$ cat src/hdl/tdrt_pkg.sv
// ----------------------------------------------------------------------------
// tdrt_pkg
// Shared widths, request and result codes, and the cell broadcast bundle for
// the tick delay release table.
// ----------------------------------------------------------------------------
package tdrt_pkg;

    localparam int ReqW   = 2;
    localparam int IdW    = 6;
    localparam int TimeW  = 32;
    localparam int KindW  = 2;

    // Task ids are six bits wide, so the table never holds more than this.
    localparam int MaxTasks = 64;

    localparam logic [ReqW-1:0] REQ_TICK  = 2'd0;
    localparam logic [ReqW-1:0] REQ_DELAY = 2'd1;
    localparam logic [ReqW-1:0] REQ_TIME  = 2'd2;

    localparam logic [KindW-1:0] KIND_TICK_ACK   = 2'd0;
    localparam logic [KindW-1:0] KIND_TIME_REPLY = 2'd1;
    localparam logic [KindW-1:0] KIND_RELEASE    = 2'd2;

    // Signals sent to every cell of the chain.
    typedef struct packed {
        logic             adv;      // token may move one cell on
        logic [TimeW-1:0] count;    // current tick count
        logic [TimeW-1:0] wr_data;  // deadline for a delay request
    } bcast_t;

endpackage

$ cat src/hdl/tick_delay_release_table_core.sv
// ----------------------------------------------------------------------------
// tick_delay_release_table_core
// Tick counter with a per-task wake-up table; answers ticks and time queries
// and releases tasks whose deadline equals the count, in ascending id order.
// ----------------------------------------------------------------------------
//
//  channel | direction | beat contents                             | handshake
//  --------+-----------+-------------------------------------------+----------------
//  s_      | in        | req_type, task_id, delay_ticks            | s_valid/s_ready
//  m_      | out       | result_kind, dest_task, time_value, last  | m_valid/m_ready
//
//  Each input beat is accepted, updating the count or a deadline; the scan
//  token then walks the cell chain through every table cell, and a flush
//  sends the final result. A full output register stalls the walk when a
//  release meets a held result; s_ready stays low until the walk and flush
//  are done, but the last result may still wait in m_.
//  Reset (aresetn low, synchronous) zeroes the count and all pending bits.
//
module tick_delay_release_table_core #(
    parameter int NUM_TASKS = 64
) (
    input  logic                          aclk,
    input  logic                          aresetn,

    input  logic                          s_valid,
    output logic                          s_ready,
    input  logic [tdrt_pkg::ReqW-1:0]     s_req_type,
    input  logic [tdrt_pkg::IdW-1:0]      s_task_id,
    input  logic [tdrt_pkg::TimeW-1:0]    s_delay_ticks,

    output logic                          m_valid,
    input  logic                          m_ready,
    output logic [tdrt_pkg::KindW-1:0]    m_result_kind,
    output logic [tdrt_pkg::IdW-1:0]      m_dest_task,
    output logic [tdrt_pkg::TimeW-1:0]    m_time_value,
    output logic                          m_last
);
    import tdrt_pkg::*;

    // Ids above 63 can never be named, so the table stops there.
    localparam int TableDepth = (NUM_TASKS < MaxTasks) ? NUM_TASKS : MaxTasks;
    localparam int IdxW       = $clog2(TableDepth);

    localparam logic [1:0] ST_IDLE  = 2'd0;
    localparam logic [1:0] ST_SCAN  = 2'd1;
    localparam logic [1:0] ST_FLUSH = 2'd2;

    logic [1:0]       state_reg, state_next;
    logic [TimeW-1:0] count_reg, count_next;
    logic [IdxW-1:0]  idx_reg, idx_next;

    // One result is held back so its last flag is known before it leaves.
    logic             held_valid_reg, held_valid_next;
    logic [KindW-1:0] held_kind_reg, held_kind_next;
    logic [IdW-1:0]   held_dest_reg, held_dest_next;

    logic             m_valid_reg, m_valid_next;
    logic [KindW-1:0] m_kind_reg;
    logic [IdW-1:0]   m_dest_reg;
    logic [TimeW-1:0] m_time_reg;
    logic             m_last_reg;

    logic                  accept;
    logic                  out_free;
    logic                  stall;
    logic                  hit_any;
    logic                  push;
    logic                  push_last;
    logic                  scan_end;
    logic [TableDepth-1:0] chain_vec;
    logic [TableDepth-1:0] hit_vec;
    bcast_t                bcast;

    assign s_ready  = (state_reg == ST_IDLE);
    assign accept   = s_valid && s_ready;
    assign out_free = !m_valid_reg || m_ready;
    assign hit_any  = |hit_vec;
    assign scan_end = (idx_reg == IdxW'(TableDepth - 1));

    // Hold the token where it is while a release cannot be passed on.
    assign stall = (state_reg == ST_SCAN) && hit_any && held_valid_reg && !out_free;

    assign bcast.adv     = !stall;
    assign bcast.count   = count_reg;
    assign bcast.wr_data = count_reg + s_delay_ticks;

    // Slot zero of the chain is the token source; no cell sits there.
    assign chain_vec[0] = accept;
    assign hit_vec[0]   = 1'b0;

    genvar k;
    generate
        for (k = 1; k < TableDepth; k++) begin : g_cell
            logic wr_en;
            assign wr_en = accept && (s_req_type == REQ_DELAY) && (s_task_id == IdW'(k));
            tdrt_cell u_cell (
                .aclk    (aclk),
                .aresetn (aresetn),
                .bcast   (bcast),
                .wr_en   (wr_en),
                .tok_in  (chain_vec[k-1]),
                .tok_out (chain_vec[k]),
                .hit     (hit_vec[k])
            );
        end
    endgenerate

    always_comb begin
        state_next      = state_reg;
        count_next      = count_reg;
        idx_next        = idx_reg;
        held_valid_next = held_valid_reg;
        held_kind_next  = held_kind_reg;
        held_dest_next  = held_dest_reg;
        push            = 1'b0;
        push_last       = 1'b0;

        case (state_reg)
            ST_IDLE: begin
                if (accept) begin
                    idx_next        = IdxW'(1);
                    state_next      = ST_SCAN;
                    held_valid_next = 1'b0;
                    case (s_req_type)
                        REQ_TICK: begin
                            count_next      = count_reg + 1'b1;
                            held_valid_next = 1'b1;
                            held_kind_next  = KIND_TICK_ACK;
                            held_dest_next  = '0;
                        end
                        REQ_TIME: begin
                            held_valid_next = 1'b1;
                            held_kind_next  = KIND_TIME_REPLY;
                            held_dest_next  = s_task_id;
                        end
                        default: begin
                            // delay writes the cell directly; unused code does nothing
                            held_valid_next = 1'b0;
                        end
                    endcase
                end
            end
            ST_SCAN: begin
                if (!stall) begin
                    if (hit_any) begin
                        // pass the held result on, hold the new release
                        push            = held_valid_reg;
                        held_valid_next = 1'b1;
                        held_kind_next  = KIND_RELEASE;
                        held_dest_next  = IdW'(idx_reg);
                    end
                    if (scan_end) begin
                        state_next = ST_FLUSH;
                    end else begin
                        idx_next = idx_reg + 1'b1;
                    end
                end
            end
            ST_FLUSH: begin
                if (!held_valid_reg) begin
                    state_next = ST_IDLE;
                end else if (out_free) begin
                    push            = 1'b1;
                    push_last       = 1'b1;
                    held_valid_next = 1'b0;
                    state_next      = ST_IDLE;
                end
            end
            default: begin
                state_next = ST_IDLE;
            end
        endcase
    end

    always_comb begin
        m_valid_next = m_valid_reg;
        if (push) begin
            m_valid_next = 1'b1;
        end else if (m_ready) begin
            m_valid_next = 1'b0;
        end
    end

    always_ff @(posedge aclk) begin
        if (!aresetn) begin
            state_reg      <= ST_IDLE;
            count_reg      <= '0;
            idx_reg        <= '0;
            held_valid_reg <= 1'b0;
            m_valid_reg    <= 1'b0;
        end else begin
            state_reg      <= state_next;
            count_reg      <= count_next;
            idx_reg        <= idx_next;
            held_valid_reg <= held_valid_next;
            m_valid_reg    <= m_valid_next;
        end
    end

    // Payload registers: no reset.
    always_ff @(posedge aclk) begin
        held_kind_reg <= held_kind_next;
        held_dest_reg <= held_dest_next;
        if (push) begin
            m_kind_reg <= held_kind_reg;
            m_dest_reg <= held_dest_reg;
            m_time_reg <= count_reg;
            m_last_reg <= push_last;
        end
    end

    assign m_valid       = m_valid_reg;
    assign m_result_kind = m_kind_reg;
    assign m_dest_task   = m_dest_reg;
    assign m_time_value  = m_time_reg;
    assign m_last        = m_last_reg;

    // Only one cell ever carries the scan token.
    a_tok_single: assert property (@(posedge aclk) disable iff (!aresetn)
        $onehot0(chain_vec[TableDepth-1:1]))
        else $error("scan token in more than one cell");

    // The token sits in the cell the index counter names.
    a_tok_idx: assert property (@(posedge aclk) disable iff (!aresetn)
        (state_reg == ST_SCAN) |-> chain_vec[idx_reg])
        else $error("scan token and index disagree");

    // No token and no held result while idle.
    a_idle_clean: assert property (@(posedge aclk) disable iff (!aresetn)
        (state_reg == ST_IDLE) |-> (!held_valid_reg && (chain_vec[TableDepth-1:1] == '0)))
        else $error("idle with token or held result");

    // A flush with room goes out flagged last.
    a_flush_last: assert property (@(posedge aclk) disable iff (!aresetn)
        (state_reg == ST_FLUSH && held_valid_reg && out_free) |=> (m_valid && m_last))
        else $error("flushed result not marked last");

endmodule

$ cat src/hdl/tdrt_cell.sv
// ----------------------------------------------------------------------------
// tdrt_cell
// One task slot: holds a deadline and its pending bit, compares against the
// tick count while the scan token sits here, and hands the token onward.
// ----------------------------------------------------------------------------
module tdrt_cell (
    input  logic            aclk,
    input  logic            aresetn,
    input  tdrt_pkg::bcast_t bcast,
    input  logic            wr_en,
    input  logic            tok_in,
    output logic            tok_out,
    output logic            hit
);
    import tdrt_pkg::*;

    logic             tok_reg, tok_next;
    logic             pend_reg, pend_next;
    logic [TimeW-1:0] dl_reg;

    assign hit     = tok_reg && pend_reg && (dl_reg == bcast.count);
    assign tok_out = tok_reg;

    always_comb begin
        tok_next  = bcast.adv ? tok_in : tok_reg;
        pend_next = pend_reg;
        if (wr_en) begin
            pend_next = 1'b1;
        end else if (hit && bcast.adv) begin
            // drop the slot once its release goes out
            pend_next = 1'b0;
        end
    end

    always_ff @(posedge aclk) begin
        if (!aresetn) begin
            tok_reg  <= 1'b0;
            pend_reg <= 1'b0;
        end else begin
            tok_reg  <= tok_next;
            pend_reg <= pend_next;
        end
    end

    always_ff @(posedge aclk) begin
        if (wr_en) begin
            dl_reg <= bcast.wr_data;
        end
    end

endmodule
$ cat config.mk
export PLATFORM = sky130hd
export DESIGN_NAME = tick_delay_release_table_core
export DESIGN_NICKNAME = d
export VERILOG_FILES = /design/src/hdl/tdrt_pkg.sv /design/src/hdl/tick_delay_release_table_core.sv /design/src/hdl/tdrt_cell.sv
export SDC_FILE = /design/constraint.sdc
export NUM_CORES = 2
export LEC_CHECK = 0
export BUFFER_PORTS_ARGS = -buffer_cell sky130_fd_sc_hd__buf_2
export CAP_MARGIN = 20
export CORE_AREA = 2 2 422 424
export CTS_CLUSTER_DIAMETER = 120
export CTS_CLUSTER_SIZE = 40
export DETAILED_ROUTE_END_ITERATION = 10
export DIE_AREA = 0 0 424 426
export PLACE_DENSITY = 0.7
export SETUP_SLACK_MARGIN = 0.2
export SYNTH_ARGS = -nofsm -noshare
export SYNTH_HDL_FRONTEND = slang
export SYNTH_SLANG_ARGS = --single-unit
$ cat constraint.sdc
create_clock -name aclk -period 10.3 [get_ports aclk]
set_input_delay 2.06 -clock aclk [delete_from_list [all_inputs] [get_ports aclk]]
set_output_delay 2.06 -clock aclk [all_outputs]
set_load 0.01 [all_outputs]
==> out/results.ini <==
[layout]
multi_input_area_sq_um=29100
stdcell_count=8927
nNetsFinal=6610
design_area_sq_um=102000
final_common_cell=edfxtp_1
filler_cell_count=13600
final_cell_mix=edfxtp_1, xor2_1, nor4_1
drive_gt1_share_pct=7.66
area_delta_synth_final_pct=6.04
largest_register_ffs=2016
seq_area_sq_um=65500

[placed_design]
place_hpwl_microns=175000
dpl_cell_area_sq_um=99900
place.port_buffers=86
routabilityCongestion=0.974
dp_cells=8796

[clock_network]
cts_tree=yes
cts.clk_slew.worst_paths_ps=150
clk-insertion-delay-late_ps=760
hold_buffers=0
postCtsSetupBuffers=0
clockBufferDepth=3
h-tree-depth=3
cts_made_buffers=66
clock-sinks=2233
cts-root-buf=clkbuf_16
cts-resized-gates=0

[power]
internal_power_mw=11.4
p_leak_nw=37.2
powerDensity_nw_per_um2=144
switchingPower_mw=3.25
comb_power_share_pct=4.7
power_mw=14.7
p_seq_share_pct=68.0
peakVddDrop_mv=0.117
clockPowerShare_pct=27.3
netSwitchingFraction_pct=22.2

[logic_synthesis]
synth_ff_type=edfxtp_1
avgSynthCellArea_sq_um=14.9
ys_ff_latch=2233
yosys_warnings=0
netlist_area_sq_um=96200
synth_cells=6459
async_flop_share_pct=0
syn-num-nets=6541
yosysUniqueCellTypes=59
synth_edf_count=2065
ys_seq_area_share_pct=68.0

[routing]
drt_wl_total_microns=317000
drt_iter0_drc=10300
vias=58500
dr.pass1.iters=6
drc=0
ant_nets=0
viasPerCell=6.55
wire_per_inst_microns=35.5

[timing]
rsz0062_at_grt=no
slew_viol_final=0
relSlewSlack_pct=15.7
timing.final.crit_share_pct=68.5
tightestPinTransition_ps=1260
setup_violations=0
clock_skew_ps=64.5
tns_ps=0
fmax_mhz=142
finalHoldViolCount=0
layout_min_cycle_time_ps=7060

[worst_hold_path]
min_path_type=flip-flop to flip-flop

[floorplanning]
die-width_microns=424
fp.dieH_microns=426
initial_utilization_pct=54.7
core_sq_um=176000
fp-row-count=154
io_pins=87
die-area_sq_um=181000

[worst_setup_path]
critPathMaxFanout=55
crit_slowest_cell=o41ai_4
slowest_delay_ps=1000
end_kind=flip-flop
crit_type=flip-flop to flip-flop
crit_chain=buf_4, buf_4, xor2_1, nor4_1, nand2_1, nor3_1, a2111oi_0, buf_4, nand4_1, o41ai_4, or2_4, buf_4, a21boi_0, o21a_1
crit_arrival_ps=7700
cpMostUsedCell=buf_4
critPathLaunchType=flip-flop
cp.required_ps=10940

[flow_run]
drv_cap=0

[global_route]
grt_max_degree=74
antenna_found_initial=34
first_global_vias=54600
gr-total-overflow=0
grt_pass1_wl_microns=433000
grtUsageTotal_pct=34.7

[outcome]
status=finished clean

==> worst max-delay path, delay by kind of cell (launching register included) <==
family,cells,cell delay (ps)
AOI/OAI and AO/OA,4,2020
DFF,1,860
and+or+nand+nor,5,1540
xor gates and xnor gates,1,190
buffers and inverters,4,2220
==> cells in the mapped netlist, types with 55 or more instances <==
library cell / number / share of area, %
nand3_1: 92 / 0.48
buf_2: 105 / 0.55
inv_1: 55 / 0.21
nor4_1: 541 / 3.5
xor2_1: 1835 / 17
a21boi_0: 99 / 0.77
dfxtp_1: 168 / 3.5
nor2_1: 104 / 0.41
nand4_1: 155 / 1.0
xnor2_1: 214 / 1.9
edfxtp_1: 2065 / 64
buf_4: 119 / 0.93
nand2_1: 356 / 1.4
o21ai_0: 57 / 0.30
==> area by class of cell <==
type / instances / share of cell area (%)
Multi-Input combinational cell: 3866 / 28.5
Sequential cell: 2233 / 64.2
Clock buffer: 113 / 1.90
Inverter: 56 / 0.209
Timing Repair Buffer: 305 / 2.20
Antenna cell: 10 / 0.0245
Tap cell: 2340 / 2.87
Clock inverter: 4 / 0.0785
==> logic make-up (layout without fill, tap and decap cells) <==
family | count (synthesis) | after routing | synth area share (%)
multiplexers | 4 | 4 | 0.0416
buffers and inverters | 360 | 478 | 2.31
AND/OR/NAND/NOR | 1417 | 1417 | 7.85
adder cells (fa/ha/maj) | 38 | 38 | 0.502
XOR/XNOR | 2049 | 2049 | 18.7
AO/OA/AOI/OAI | 358 | 358 | 2.66
flip-flops | 2233 | 2233 | 68.0
other | 0 | 10 | 0
==> routing by layer <==
| metal | routed length (microns) | track usage, % |
|---|---|---|
| met1 | 116000 | 48.0 |
| met2 | 145000 | 54.7 |
| met3 | 39200 | 5.16 |
| met4 | 16200 | 15.3 |
| met5 | 56 | 0 |
==> final timing paths <==
kind / slack [ps] / depth (start not counted) / start / endpoint
worst max-delay path: 3240 / 14 / count_reg[10]$_SDFFE_PN0P_ / g_cell[30].u_cell.pend_reg$_SDFFE_PN0P_
worst max register to register: 3240 / 14 / count_reg[10]$_SDFFE_PN0P_ / g_cell[30].u_cell.pend_reg$_SDFFE_PN0P_
worst min register to register: 440 / 0 / held_kind_reg[1]$_SDFFCE_PP1P_ / m_result_kind[1]$_DFFE_PP_
worst min-delay path: 440 / 0 / held_kind_reg[1]$_SDFFCE_PP1P_ / m_result_kind[1]$_DFFE_PP_
==> metrics by stage <==
step / hold WS, ps / utilization [%] / setup slack (ps)
6_report: 436 / 58.0 / 3240
3_5_place_dp: 406 / 56.8 / 3480
4_1_cts: 439 / 58.0 / 3500
3_3_place_gp: 401 / 56.8 / 3140
5_1_grt: 455 / 58.0 / 3300
2_1_floorplan: 400 / - / 1280
==> power by group through the flow <==
stage | registers [mW] | clock network (mW) | logic, mW
3_5_place_dp | 10.2 | 0 | 0.655
5_1_grt | 9.97 | 4.24 | 0.677
2_1_floorplan | 10.2 | 0 | 0.256
3_3_place_gp | 10.2 | 0 | 0.646
4_1_cts | 9.97 | 3.99 | 0.658
6_report | 9.97 | 4.00 | 0.685
Power figures use the tool's default switching activity.
